[config.mk]
export PLATFORM = sky130hd
export DESIGN_NAME = cmap_segment_group_builder
export DESIGN_NICKNAME = d
export VERILOG_FILES = /design/src/rtl/core/cmap_sgb_pkg.sv /design/src/rtl/core/cmap_sgb_front.sv /design/src/rtl/core/cmap_sgb_fifo.sv /design/src/rtl/core/cmap_sgb_back.sv /design/src/rtl/core/cmap_segment_group_builder.sv
export SDC_FILE = /design/constraint.sdc
export NUM_CORES = 1
export LEC_CHECK = 0
export BUFFER_PORTS_ARGS = -buffer_cell sky130_fd_sc_hd__clkbuf_2
export CAP_MARGIN = 10
export CORE_AREA = 2 2 260 262
export CTS_BUF_LIST = sky130_fd_sc_hd__clkbuf_4
export DETAILED_ROUTE_END_ITERATION = 10
export DIE_AREA = 0 0 262 264
export PLACE_DENSITY = 0.81
export SLEW_MARGIN = 20
export SYNTH_ARGS = -nofsm -noshare
export SYNTH_HDL_FRONTEND = slang
export SYNTH_SLANG_ARGS = --single-unit
export TNS_END_PERCENT = 100
[constraint.sdc]
create_clock -name clk -period 8.65 [get_ports clk]
set_clock_uncertainty 0.2 [all_clocks]
set_input_delay 1.73 -clock clk [delete_from_list [all_inputs] [get_ports clk]]
set_output_delay 1.73 -clock clk [all_outputs]
set_load 0.01 [all_outputs]
[src/rtl/core/cmap_sgb_pkg.sv]
// ----------------------------------------------------------------------------
// cmap_sgb_pkg
// shared types, result kinds and the format 4 header helper for the
// cmap segment and group builder
// ----------------------------------------------------------------------------
package cmap_sgb_pkg;

	localparam logic [1:0] KIND_SEG   = 2'd0;
	localparam logic [1:0] KIND_GROUP = 2'd1;
	localparam logic [1:0] KIND_HDR   = 2'd2;
	localparam logic [1:0] KIND_COUNT = 2'd3;

	localparam logic [15:0] BMP_TOP = 16'hFFFF;

	// pending result slots of one queued op, in emission order
	localparam int unsigned SLOT_SEG   = 0;
	localparam int unsigned SLOT_SENT  = 1;
	localparam int unsigned SLOT_HDR   = 2;
	localparam int unsigned SLOT_GROUP = 3;
	localparam int unsigned SLOT_COUNT = 4;
	localparam int unsigned NUM_SLOTS  = 5;

	typedef struct packed {
		logic        fin;
		logic        seg_v;
		logic [15:0] seg_first;
		logic [15:0] seg_final;
		logic [15:0] seg_glyph;
		logic        sent_v;
		logic        grp_v;
		logic [20:0] grp_first;
		logic [20:0] grp_final;
		logic [15:0] grp_glyph;
		logic [15:0] seg_total;
		logic [20:0] grp_total;
	} op_t;

	// result payload, first member in the highest bits
	typedef struct packed {
		logic [4:0]  pad;
		logic [20:0] group_count;
		logic [15:0] range_shift;
		logic [3:0]  entry_selector;
		logic [15:0] search_range;
		logic [15:0] seg_count_x2;
		logic [15:0] id_delta;
		logic [15:0] start_glyph;
		logic [20:0] run_end;
		logic [20:0] run_start;
	} res_t;

	typedef struct packed {
		logic [15:0] seg_count_x2;
		logic [15:0] search_range;
		logic [3:0]  entry_selector;
		logic [15:0] range_shift;
	} hdr_t;

	function automatic hdr_t calc_hdr(input logic [15:0] seg_total);
		hdr_t        h;
		logic [14:0] n;
		logic [3:0]  es;
		n  = seg_total[14:0];
		es = 4'd0;
		for (int i = 1; i < 15; i++) begin
			if (n[i]) begin
				es = 4'(i);
			end
		end
		h.seg_count_x2   = {n, 1'b0};
		h.entry_selector = es;
		h.search_range   = 16'd2 << es;
		h.range_shift    = h.seg_count_x2 - h.search_range;
		return h;
	endfunction

endpackage

[src/rtl/core/cmap_sgb_front.sv]
// ----------------------------------------------------------------------------
// cmap_sgb_front
// accepts mapping entries and finish commands, tracks the open segment and
// group runs, and queues one op per item naming the results it causes
// ----------------------------------------------------------------------------
module cmap_sgb_front (
	input  logic                clk,
	input  logic                arst_n,
	input  logic                s_tvalid,
	output logic                s_tready,
	input  logic [39:0]         s_tdata,   // codepoint[20:0], glyph[36:21], zero pad
	input  logic                s_tuser,   // cmd
	output logic                op_valid,
	input  logic                op_ready,
	output cmap_sgb_pkg::op_t   op
);

	logic        bmp_open_q;
	logic [15:0] bmp_first_q;
	logic [15:0] bmp_final_q;
	logic [15:0] bmp_glyph_q;
	logic [16:0] bmp_exp_q;
	logic [15:0] bmp_total_q;
	logic        full_open_q;
	logic [20:0] full_first_q;
	logic [20:0] full_final_q;
	logic [15:0] full_glyph_q;
	logic [16:0] full_exp_q;
	logic [20:0] full_total_q;

	logic        fin;
	logic [20:0] cp;
	logic [15:0] gl;
	logic [16:0] gl_next;
	logic        bmp_in;
	logic        bmp_ext;
	logic        full_ext;
	logic        accept;

	assign fin      = s_tuser;
	assign cp       = s_tdata[20:0];
	assign gl       = s_tdata[36:21];
	assign gl_next  = {1'b0, gl} + 17'd1;
	assign bmp_in   = (cp[20:16] == 5'd0);
	assign bmp_ext  = bmp_open_q && (({1'b0, bmp_final_q} + 17'd1) == cp[16:0])
		&& (bmp_exp_q == {1'b0, gl});
	assign full_ext = full_open_q && (({1'b0, full_final_q} + 22'd1) == {1'b0, cp})
		&& (full_exp_q == {1'b0, gl});

	assign s_tready = op_ready;
	assign op_valid = s_tvalid;
	assign accept   = s_tvalid && op_ready;

	always_comb begin
		op.fin       = fin;
		op.seg_first = bmp_first_q;
		op.seg_final = bmp_final_q;
		op.seg_glyph = bmp_glyph_q;
		op.grp_first = full_first_q;
		op.grp_final = full_final_q;
		op.grp_glyph = full_glyph_q;
		if (fin) begin
			op.seg_v  = bmp_open_q;
			op.sent_v = !(bmp_open_q && (bmp_final_q == cmap_sgb_pkg::BMP_TOP));
			op.grp_v  = full_open_q;
		end else begin
			op.seg_v  = bmp_in && bmp_open_q && !bmp_ext;
			op.sent_v = 1'b0;
			op.grp_v  = full_open_q && !full_ext;
		end
		op.seg_total = bmp_total_q + {15'd0, op.seg_v} + {15'd0, op.sent_v};
		op.grp_total = full_total_q + {20'd0, op.grp_v};
	end

	always_ff @(posedge clk or negedge arst_n) begin
		if (!arst_n) begin
			bmp_open_q   <= 1'b0;
			bmp_total_q  <= '0;
			full_open_q  <= 1'b0;
			full_total_q <= '0;
		end else if (accept) begin
			if (fin) begin
				bmp_open_q   <= 1'b0;
				bmp_total_q  <= '0;
				full_open_q  <= 1'b0;
				full_total_q <= '0;
			end else begin
				if (bmp_in) begin
					bmp_open_q <= 1'b1;
				end
				bmp_total_q  <= op.seg_total;
				full_open_q  <= 1'b1;
				full_total_q <= op.grp_total;
			end
		end
	end

	// run payload, only read while the run is open
	always_ff @(posedge clk) begin
		if (accept && !fin) begin
			if (bmp_in) begin
				bmp_final_q <= cp[15:0];
				bmp_exp_q   <= gl_next;
				if (!bmp_ext) begin
					bmp_first_q <= cp[15:0];
					bmp_glyph_q <= gl;
				end
			end
			full_final_q <= cp;
			full_exp_q   <= gl_next;
			if (!full_ext) begin
				full_first_q <= cp;
				full_glyph_q <= gl;
			end
		end
	end

endmodule

[src/rtl/core/cmap_sgb_fifo.sv]
// ----------------------------------------------------------------------------
// cmap_sgb_fifo
// short op queue between the front and back parts
// ----------------------------------------------------------------------------
module cmap_sgb_fifo #(
	parameter int unsigned DEPTH = 4
) (
	input  logic              clk,
	input  logic              arst_n,
	input  logic              in_valid,
	output logic              in_ready,
	input  cmap_sgb_pkg::op_t in_op,
	output logic              out_valid,
	input  logic              out_pop,
	output cmap_sgb_pkg::op_t out_op
);

	localparam int unsigned IdxW = $clog2(DEPTH);
	localparam int unsigned CntW = $clog2(DEPTH + 1);

	cmap_sgb_pkg::op_t mem_q [DEPTH];
	logic [IdxW-1:0]   wr_q;
	logic [IdxW-1:0]   rd_q;
	logic [CntW-1:0]   cnt_q;
	logic              push;
	logic              pop;

	assign in_ready  = (cnt_q != CntW'(DEPTH));
	assign out_valid = (cnt_q != '0);
	assign out_op    = mem_q[rd_q];
	assign push      = in_valid && in_ready;
	assign pop       = out_pop && out_valid;

	always_ff @(posedge clk or negedge arst_n) begin
		if (!arst_n) begin
			wr_q  <= '0;
			rd_q  <= '0;
			cnt_q <= '0;
		end else begin
			if (push) begin
				wr_q <= (wr_q == IdxW'(DEPTH - 1)) ? '0 : wr_q + 1'b1;
			end
			if (pop) begin
				rd_q <= (rd_q == IdxW'(DEPTH - 1)) ? '0 : rd_q + 1'b1;
			end
			if (push && !pop) begin
				cnt_q <= cnt_q + 1'b1;
			end else if (pop && !push) begin
				cnt_q <= cnt_q - 1'b1;
			end
		end
	end

	always_ff @(posedge clk) begin
		if (push) begin
			mem_q[wr_q] <= in_op;
		end
	end

endmodule

[src/rtl/core/cmap_sgb_back.sv]
// ----------------------------------------------------------------------------
// cmap_sgb_back
// expands each queued op into its result items, one per cycle while the
// output drains, into a registered output stage
// ----------------------------------------------------------------------------
module cmap_sgb_back (
	input  logic                clk,
	input  logic                arst_n,
	input  logic                op_valid,
	output logic                op_pop,
	input  cmap_sgb_pkg::op_t   op,
	output logic                m_tvalid,
	input  logic                m_tready,
	output logic [151:0]        m_tdata,   // run_start, run_end, start_glyph, id_delta,
	                                       // seg_count_x2, search_range, entry_selector,
	                                       // range_shift, group_count, zero pad
	output logic [1:0]          m_tuser,   // kind
	output logic                m_tlast
);

	localparam int unsigned NS = cmap_sgb_pkg::NUM_SLOTS;

	logic                 cur_v_q;
	cmap_sgb_pkg::op_t    cur_q;
	logic [NS-1:0]        mask_q;
	logic                 out_v_q;
	cmap_sgb_pkg::res_t   res_q;
	logic [1:0]           kind_q;
	logic                 last_q;

	logic [NS-1:0]        low;
	logic [NS-1:0]        rest;
	logic [NS-1:0]        load_mask;
	logic                 slot_free;
	logic                 emit;
	logic                 done;
	logic                 load;
	cmap_sgb_pkg::hdr_t   hdr;
	cmap_sgb_pkg::res_t   res;
	logic [1:0]           kind;

	assign low       = mask_q & (~mask_q + 1'b1);
	assign rest      = mask_q & ~low;
	assign slot_free = !out_v_q || m_tready;
	assign emit      = cur_v_q && (mask_q != '0) && slot_free;
	assign done      = cur_v_q && ((mask_q == '0) || (emit && (rest == '0)));
	assign load      = (!cur_v_q || done) && op_valid;
	assign op_pop    = load;
	assign hdr       = cmap_sgb_pkg::calc_hdr(cur_q.seg_total);

	always_comb begin
		load_mask = '0;
		load_mask[cmap_sgb_pkg::SLOT_SEG]   = op.seg_v;
		load_mask[cmap_sgb_pkg::SLOT_SENT]  = op.fin && op.sent_v;
		load_mask[cmap_sgb_pkg::SLOT_HDR]   = op.fin;
		load_mask[cmap_sgb_pkg::SLOT_GROUP] = op.grp_v;
		load_mask[cmap_sgb_pkg::SLOT_COUNT] = op.fin;
	end

	always_comb begin
		res  = '0;
		kind = cmap_sgb_pkg::KIND_SEG;
		if (low[cmap_sgb_pkg::SLOT_SEG]) begin
			res.run_start   = {5'd0, cur_q.seg_first};
			res.run_end     = {5'd0, cur_q.seg_final};
			res.start_glyph = cur_q.seg_glyph;
			res.id_delta    = cur_q.seg_glyph - cur_q.seg_first;
		end else if (low[cmap_sgb_pkg::SLOT_SENT]) begin
			res.run_start   = {5'd0, cmap_sgb_pkg::BMP_TOP};
			res.run_end     = {5'd0, cmap_sgb_pkg::BMP_TOP};
			res.id_delta    = 16'd0 - cmap_sgb_pkg::BMP_TOP;
		end else if (low[cmap_sgb_pkg::SLOT_HDR]) begin
			kind               = cmap_sgb_pkg::KIND_HDR;
			res.seg_count_x2   = hdr.seg_count_x2;
			res.search_range   = hdr.search_range;
			res.entry_selector = hdr.entry_selector;
			res.range_shift    = hdr.range_shift;
		end else if (low[cmap_sgb_pkg::SLOT_GROUP]) begin
			kind            = cmap_sgb_pkg::KIND_GROUP;
			res.run_start   = cur_q.grp_first;
			res.run_end     = cur_q.grp_final;
			res.start_glyph = cur_q.grp_glyph;
		end else if (low[cmap_sgb_pkg::SLOT_COUNT]) begin
			kind            = cmap_sgb_pkg::KIND_COUNT;
			res.group_count = cur_q.grp_total;
		end
	end

	always_ff @(posedge clk or negedge arst_n) begin
		if (!arst_n) begin
			cur_v_q <= 1'b0;
			mask_q  <= '0;
			out_v_q <= 1'b0;
		end else begin
			if (load) begin
				cur_v_q <= 1'b1;
				mask_q  <= load_mask;
			end else if (done) begin
				cur_v_q <= 1'b0;
				mask_q  <= '0;
			end else if (emit) begin
				mask_q  <= rest;
			end
			if (emit) begin
				out_v_q <= 1'b1;
			end else if (m_tready) begin
				out_v_q <= 1'b0;
			end
		end
	end

	always_ff @(posedge clk) begin
		if (load) begin
			cur_q <= op;
		end
		if (emit) begin
			res_q  <= res;
			kind_q <= kind;
			last_q <= (rest == '0);
		end
	end

	assign m_tvalid = out_v_q;
	assign m_tdata  = res_q;
	assign m_tuser  = kind_q;
	assign m_tlast  = last_q;

endmodule

[src/rtl/core/cmap_segment_group_builder.sv]
// ----------------------------------------------------------------------------
// cmap_segment_group_builder
// builds cmap format 4 segments and format 12 groups from a sorted stream
// of (codepoint, glyph) entries
// ----------------------------------------------------------------------------
// Entries must arrive in ascending codepoint order; the block does not sort.
// A mapping entry is taken in any cycle that s_tready is high and causes
// zero, one or two result items (the closed BMP segment, then the closed
// group). A finish command flushes both runs and gives three to five
// items: open segment, sentinel segment, header values, open group, group
// count, the last one marked with tlast; state then clears for the next
// map. Results leave one per cycle from a registered output while results
// drain, so input is one item per cycle while each causes one result; the op
// queue (QUEUE_DEPTH ops) absorbs stalls and extra items until s_tready drops.
module cmap_segment_group_builder #(
	parameter int unsigned QUEUE_DEPTH = 4
) (
	input  logic         clk,
	input  logic         arst_n,
	input  logic         s_tvalid,
	output logic         s_tready,
	input  logic [39:0]  s_tdata,   // codepoint[20:0], glyph[36:21], zero pad
	input  logic         s_tuser,   // cmd
	output logic         m_tvalid,
	input  logic         m_tready,
	output logic [151:0] m_tdata,   // run_start, run_end, start_glyph, id_delta,
	                                // seg_count_x2, search_range, entry_selector,
	                                // range_shift, group_count, zero pad
	output logic [1:0]   m_tuser,   // kind
	output logic         m_tlast
);

	cmap_sgb_pkg::op_t front_op;
	cmap_sgb_pkg::op_t queue_op;
	logic              front_valid;
	logic              queue_ready;
	logic              queue_valid;
	logic              queue_pop;

	cmap_sgb_front u_front (
		.clk      (clk),
		.arst_n   (arst_n),
		.s_tvalid (s_tvalid),
		.s_tready (s_tready),
		.s_tdata  (s_tdata),
		.s_tuser  (s_tuser),
		.op_valid (front_valid),
		.op_ready (queue_ready),
		.op       (front_op)
	);

	cmap_sgb_fifo #(
		.DEPTH (QUEUE_DEPTH)
	) u_queue (
		.clk       (clk),
		.arst_n    (arst_n),
		.in_valid  (front_valid),
		.in_ready  (queue_ready),
		.in_op     (front_op),
		.out_valid (queue_valid),
		.out_pop   (queue_pop),
		.out_op    (queue_op)
	);

	cmap_sgb_back u_back (
		.clk      (clk),
		.arst_n   (arst_n),
		.op_valid (queue_valid),
		.op_pop   (queue_pop),
		.op       (queue_op),
		.m_tvalid (m_tvalid),
		.m_tready (m_tready),
		.m_tdata  (m_tdata),
		.m_tuser  (m_tuser),
		.m_tlast  (m_tlast)
	);

endmodule

* Yosys cells after proc, flatten, opt, wreduce, memory -nomap -nowiden
Memory sizes are Yosys's and may differ from the RTL's.
Index checks and enable logic that the tools add are counted.
** Operators by class
- Add/subtract/negate cells :: 13
- Equal/unequal tests :: 8
- Shift operators :: 1
- Muxes and demuxes :: 43
- Bitwise gates (word level) :: 9
- Reductions and logical operators :: 49
** Operator list (number)
- 2-to-1 mux 58 bit :: 2
- 2-to-1 mux 74 bit :: 1
- 2-to-1 mux 42 bit :: 1
- adder 16 x 1 -> 17 bit (second input constant) :: 2
- equality test 17 x 16 -> 1 bit :: 2
- adder 16 x 1 -> 16 bit :: 2
- 2-to-1 mux 16 bit :: 2
- subtractor 16 bit :: 2
- 2-to-1 mux 4 bit :: 7
- adder 21 x 1 -> 22 bit (second input constant) :: 1
- equality test 22 x 21 -> 1 bit :: 1
- adder 21 x 1 -> 21 bit :: 1
- 2-to-1 mux 21 bit :: 1
- logical AND 1 bit :: 19
- 2-to-1 mux 3 bit :: 6
- equality test 17 bit :: 1
- equality test 16 bit (second input constant) :: 1
- 2-to-1 mux 2 bit :: 8
- left shift 2 x 4 -> 16 bit (first input constant) :: 1
- zero test 5 bit :: 3
- 2-to-1 mux 5 bit :: 3
- 2-to-1 mux 1 bit :: 12
- AND 5 bit :: 2
- NOT 5 bit :: 2
- other kinds (18) :: 40
** Word-level totals
- Register bits after elaboration :: 485
- RAM bits :: 588
- Input port bits :: 45
- Output and inout bits :: 157
- Logic and storage cells :: 165
- Memories kept :: 1
** Memories
- u_queue.mem_q :: depth 4, width 147, read ports 1, clocked after memory_dff 0, write ports 1, line cmap_sgb_fifo.sv:21 : cmap_sgb_pkg::op_t mem_q [DEPTH];

* Logic depth before layout (Yosys ltp)
- Depth in word-level cells :: 16
- Mapped depth :: 19
- Gate-level depth less buffers :: 18

* Modules after synthesis
From an unflattened synthesis, not the netlist that was laid out.
** Unflattened totals
- Cell total of the unflattened synthesis :: 2240
- Area, all modules :: 41966.5 µm²
** By module, submodules not included
- cmap_sgb_fifo :: times used 1, cells an instance 805, area an instance 21647.0 µm², sequential area each 17832.1 µm²
- cmap_sgb_back :: times used 1, cells an instance 765, area an instance 11895.2 µm², sequential area each 8853.5 µm²
- cmap_sgb_front :: times used 1, cells an instance 670, area an instance 8424.3 µm², sequential area each 5180.0 µm²

* Least setup slack after synthesis
Ideal clock, no wire load.
- Path kind :: input -> register
- Start point :: input s_tdata[17]
- End point :: register u_front.bmp_first_q[0], enable pin
- Setup time :: 0.470 ns
- Data arrival time :: 7.175 ns
- Data required time :: 7.980 ns
- Setup slack :: 0.804 ns
- Cell stages on the path :: 3
- Path buffers :: 0
- Cell sequence :: or4_1 > nor3_1 > a21boi_0
** Between the ends
- Cells in the longest elaborated chain, start to end :: 2
** RTL lines
- from (decl) :: line cmap_segment_group_builder.sv:22 : input logic [39:0] s_tdata,
- zero test 5 bit :: line cmap_sgb_front.sv:44 : assign bmp_in = (cp[20:16] == 5'd0);
- AND reduction 3 bit (no source line)
- to (signal assigned) :: line cmap_sgb_front.sv:105 : bmp_first_q <= cp[15:0];
- to (decl) :: line cmap_sgb_front.sv:19 : logic [15:0] bmp_first_q;
No other way between the ends.
A chain may end at the register's enable or synchronous reset.

==> flow_metrics.tcl <==
set metrics [dict create \
    status "finished, final reports clean" \
    first_global_vias 23000 \
    fmax_mhz 178 \
    dieWidth_um 262 \
    period_needed_ns 5.63 \
    grt-ovfl-total 0 \
    htreeDepth 4 \
    clk_pin_slew_ns 0.07 \
    utilization_pct 69.9 \
    cts_root_buf "clkbuf_4" \
    clock_latency_ns 1.06 \
    cts_tree "built" \
    ant_nets 0 \
    cts_inserted_buffers 240 \
    rsz0062_at_grt "false" \
    grt_pass1_wl_mm 129 \
    clock_path_buffers 3 \
    firstDrtPassIters 5 \
    wirelength_mm 85.3 \
    hp-class "flop to flop" \
    synth_top_family_by_area "multiplexers" \
    synth_edf_count 1013 \
    required_ns 9.43 \
    antenna_found_initial 1 \
    grt_usage_pct 25.1 \
    pin_count 202 \
    core_area_sq_mm 0.0666 \
    io_buffers 190 \
    synth_cell_type_count 68 \
    cts_setup_buffers 0 \
    synthAdderAreaFrac_pct 1.41 \
    netlist.area_leader.share_pct 73.3 \
    end_kind "flop" \
    area_growth_pct 12.1 \
    synth_mux_area_share_pct 8.32 \
    wl_per_cell_um 23.2 \
    yosysSeqAreaShare_pct 76.4 \
    synthCells 2233 \
    cellPowerDensity_mw_per_mm2 356 \
    syn_area_per_cell_sq_um 18.6 \
    max-slew-margin-rel_pct 25.1 \
    grt_start_max_net_pins 77 \
    path_max_fanout 6 \
    viasPerCell 6.07 \
    cts_hold_buf 0 \
    yosysWarnings 0 \
    synth_top_cell_by_area "edfxtp_1" \
    gp_congestion 0.992 \
    cap_violations 0 \
    hold_viol 0 \
    worst_pin_slew_ns 1.12 \
    num_rows 95 \
    place_hpwl_mm 50.3 \
    start_util_pct 62.4 \
    critPathKind "input pin to flop" \
    min_period_over_period_pct 65.1 \
    timing.setup.tns_ns 0 \
    netlist_area_sq_mm 0.0415 \
    synth-simple-area-share_pct 5.73 \
    drt_iter0_drc 2261 \
    ys_ff_latch 1065 \
    crit_arrival_ns 6.42 \
    synth_compound_area_share_pct 3.84 \
    synth_ff_type "edfxtp_1" \
    async_flop_share_pct 4.88 \
    start_kind "input pin" \
    cts_resized 0 \
    leakage_nw 16.3 \
    drive_above_1_share_pct 27.4 \
    irDropWorstVdd_uv 225 \
    dieHeight_um 264 \
    synth_xor_area_share_pct 2.95 \
    clkSinkCount 1065 \
    die_area_sq_mm 0.0692 \
    final_nets 2693 \
    via_count 22300 \
    synth.area.top_cells "edfxtp_1, mux4_2, dfrtp_1" \
    drv_slew 0 \
    route.detailed.drc 0 \
    finalSetupViolCount 0 \
]
## power breakdown
| part | internal [mW] | switching (mW) | total, mW | leakage, nW |
|---|---|---|---|---|
| combinational | 1.71 | 2.72 | 4.44 | 4.33 |
| sequential | 7.64 | 0.689 | 8.33 | 10.2 |
| clock | 1.97 | 1.85 | 3.81 | 1.82 |
| total | 11.3 | 5.26 | 16.6 | 16.3 |
## path summary, 6_finish.rpt
path	endpoint	slack, ns	from	cells after the start
worst max-delay path	u_front.bmp_total_q[12]	3.02	s_tdata[24]	18
min in group asynchronous	u_front.full_total_q[13]	0.61	arst_n	2
max in group asynchronous	u_queue.rd_q[0]	7.05	arst_n	2
worst min register to register	u_queue.mem_q[3][84]	0.28	u_front.full_first_q[10]	0
worst min-delay path	u_queue.mem_q[3][84]	0.28	u_front.full_first_q[10]	0
worst max register to register	u_front.bmp_total_q[12]	3.14	u_front.bmp_final_q[0]	18
## cells in the final DEF, fill, tap and decap left out, types with 6 or more instances in the layout
cell type,synthesis,layout
edfxtp_1,1013,1013
clkbuf_4,0,356
clkbuf_2,0,190
mux4_2,146,146
nand2_1,95,95
nor2_1,90,89
xnor2_1,77,77
clkinv_1,2,66
xor2_1,63,63
o21ai_0,61,61
and2_1,51,49
dfrtp_1,52,49
inv_1,43,42
nand3_1,42,42
ha_1,42,42
a21oi_1,37,37
and3_1,38,34
a221o_1,33,33
nor3_1,32,31
a22o_1,27,27
buf_4,8,24
nand4_1,17,17
nor2b_1,14,13
nor4_1,12,12
nand2b_1,12,12
or3_1,11,11
mux2i_1,11,11
nor3b_1,10,10
a211oi_1,9,9
a31oi_1,9,9
conb_1,1,8
o31ai_1,7,7
a21o_1,6,6
## cell type report
type / count / area [sq um]
multi-input combinational: 1035 / 9320
clock buffer: 356 / 2670
antenna: 2 / 5.00
sequential: 1065 / 31700
clock inverter: 80 / 398
timing repair buffer: 216 / 1150
fill: 3995 / 20000
inverter: 45 / 174
tap: 873 / 1090
## sequential cells by signal, indices dropped and copies added (netlist names), 2 cells and up
name and flops:
u_front.full_total_q 21, u_front.bmp_exp_q 17, u_front.full_exp_q 17, u_front.bmp_glyph_q 16, u_back.mask_q 5, u_front.bmp_first_q 16, u_queue.cnt_q 3, u_front.full_first_q 21
u_front.bmp_final_q 16, u_back.cur_q 142, u_front.bmp_total_q 15, u_queue.mem_q 584, u_back.m_tuser 2, u_front.full_glyph_q 16, u_queue.rd_q 2, u_front.full_final_q 21
u_back.m_tdata 144, u_queue.wr_q 2
## synthesized netlist by cell type, types with 4 or more instances
| cell | n |
|---|---|
| edfxtp_1 | 1013 |
| mux4_2 | 146 |
| nand2_1 | 95 |
| nor2_1 | 90 |
| xnor2_1 | 77 |
| xor2_1 | 63 |
| clkbuf_1 | 61 |
| o21ai_0 | 61 |
| dfrtp_1 | 52 |
| and2_1 | 51 |
| inv_1 | 43 |
| ha_1 | 42 |
| nand3_1 | 42 |
| and3_1 | 38 |
| a21oi_1 | 37 |
| a221o_1 | 33 |
| nor3_1 | 32 |
| a22o_1 | 27 |
| buf_1 | 23 |
| nand4_1 | 17 |
| nor2b_1 | 14 |
| nand2b_1 | 12 |
| nor4_1 | 12 |
| mux2i_1 | 11 |
| or3_1 | 11 |
| nor3b_1 | 10 |
| a211oi_1 | 9 |
| a31oi_1 | 9 |
| buf_4 | 8 |
| o31ai_1 | 7 |
| a21o_1 | 6 |
| nand3b_1 | 5 |
| o21a_1 | 5 |
| o21bai_1 | 5 |
| a311oi_1 | 4 |
| mux2_2 | 4 |
| o2111ai_1 | 4 |
| or2_2 | 4 |
## cell families (layout without fill, tap and decap cells)
kind of cell               after synthesis  count (layout)
buffers and inverters                  140             697
xor gates and xnor gates               140             140
muxes                                  162             162
adders and majority gates               45              45
AOI/OAI and AO/OA                      226             226
DFF                                   1065            1065
other                                    1              10
and+or+nand+nor                        454             454
## per-stage QoR
step	power, mW	setup WS [ns]	hold WS, ns	area, sq um	instances
after floorplan	11.4	0.804	0.245	41600	2240
after global placement	12.6	2.20	0.256	43500	3234
after detailed placement	12.8	2.08	0.282	43500	3234
after CTS	16.7	3.23	0.269	46500	3670
after global routing	17.4	2.86	0.283	46500	3671
final	16.6	3.02	0.280	46500	3672
## critical path, cell delays in order
cell	delay, ns
clkbuf_2	0.20
xor2_1	0.20
nor4_1	0.49
nand4_1	0.15
nor3_1	0.50
nand3_1	0.15
a311o_1	0.31
nor4_1	0.73
a21o_1	0.26
fa_1	0.27
inv_1	0.08
ha_1	0.21
and3_1	0.22
nand3_1	0.20
nor3_1	0.16
nand3_1	0.15
xnor2_1	0.21
a22o_1	0.18
## layer usage
metal	wire, um	track usage, %	part of all wire, %
met5	0	0	0
met4	2280	10.2	2.7
met3	6650	5.57	7.8
met2	44100	42.2	52
met1	32300	31.9	38
No activity file was read; power rests on OpenSTA's default activity.
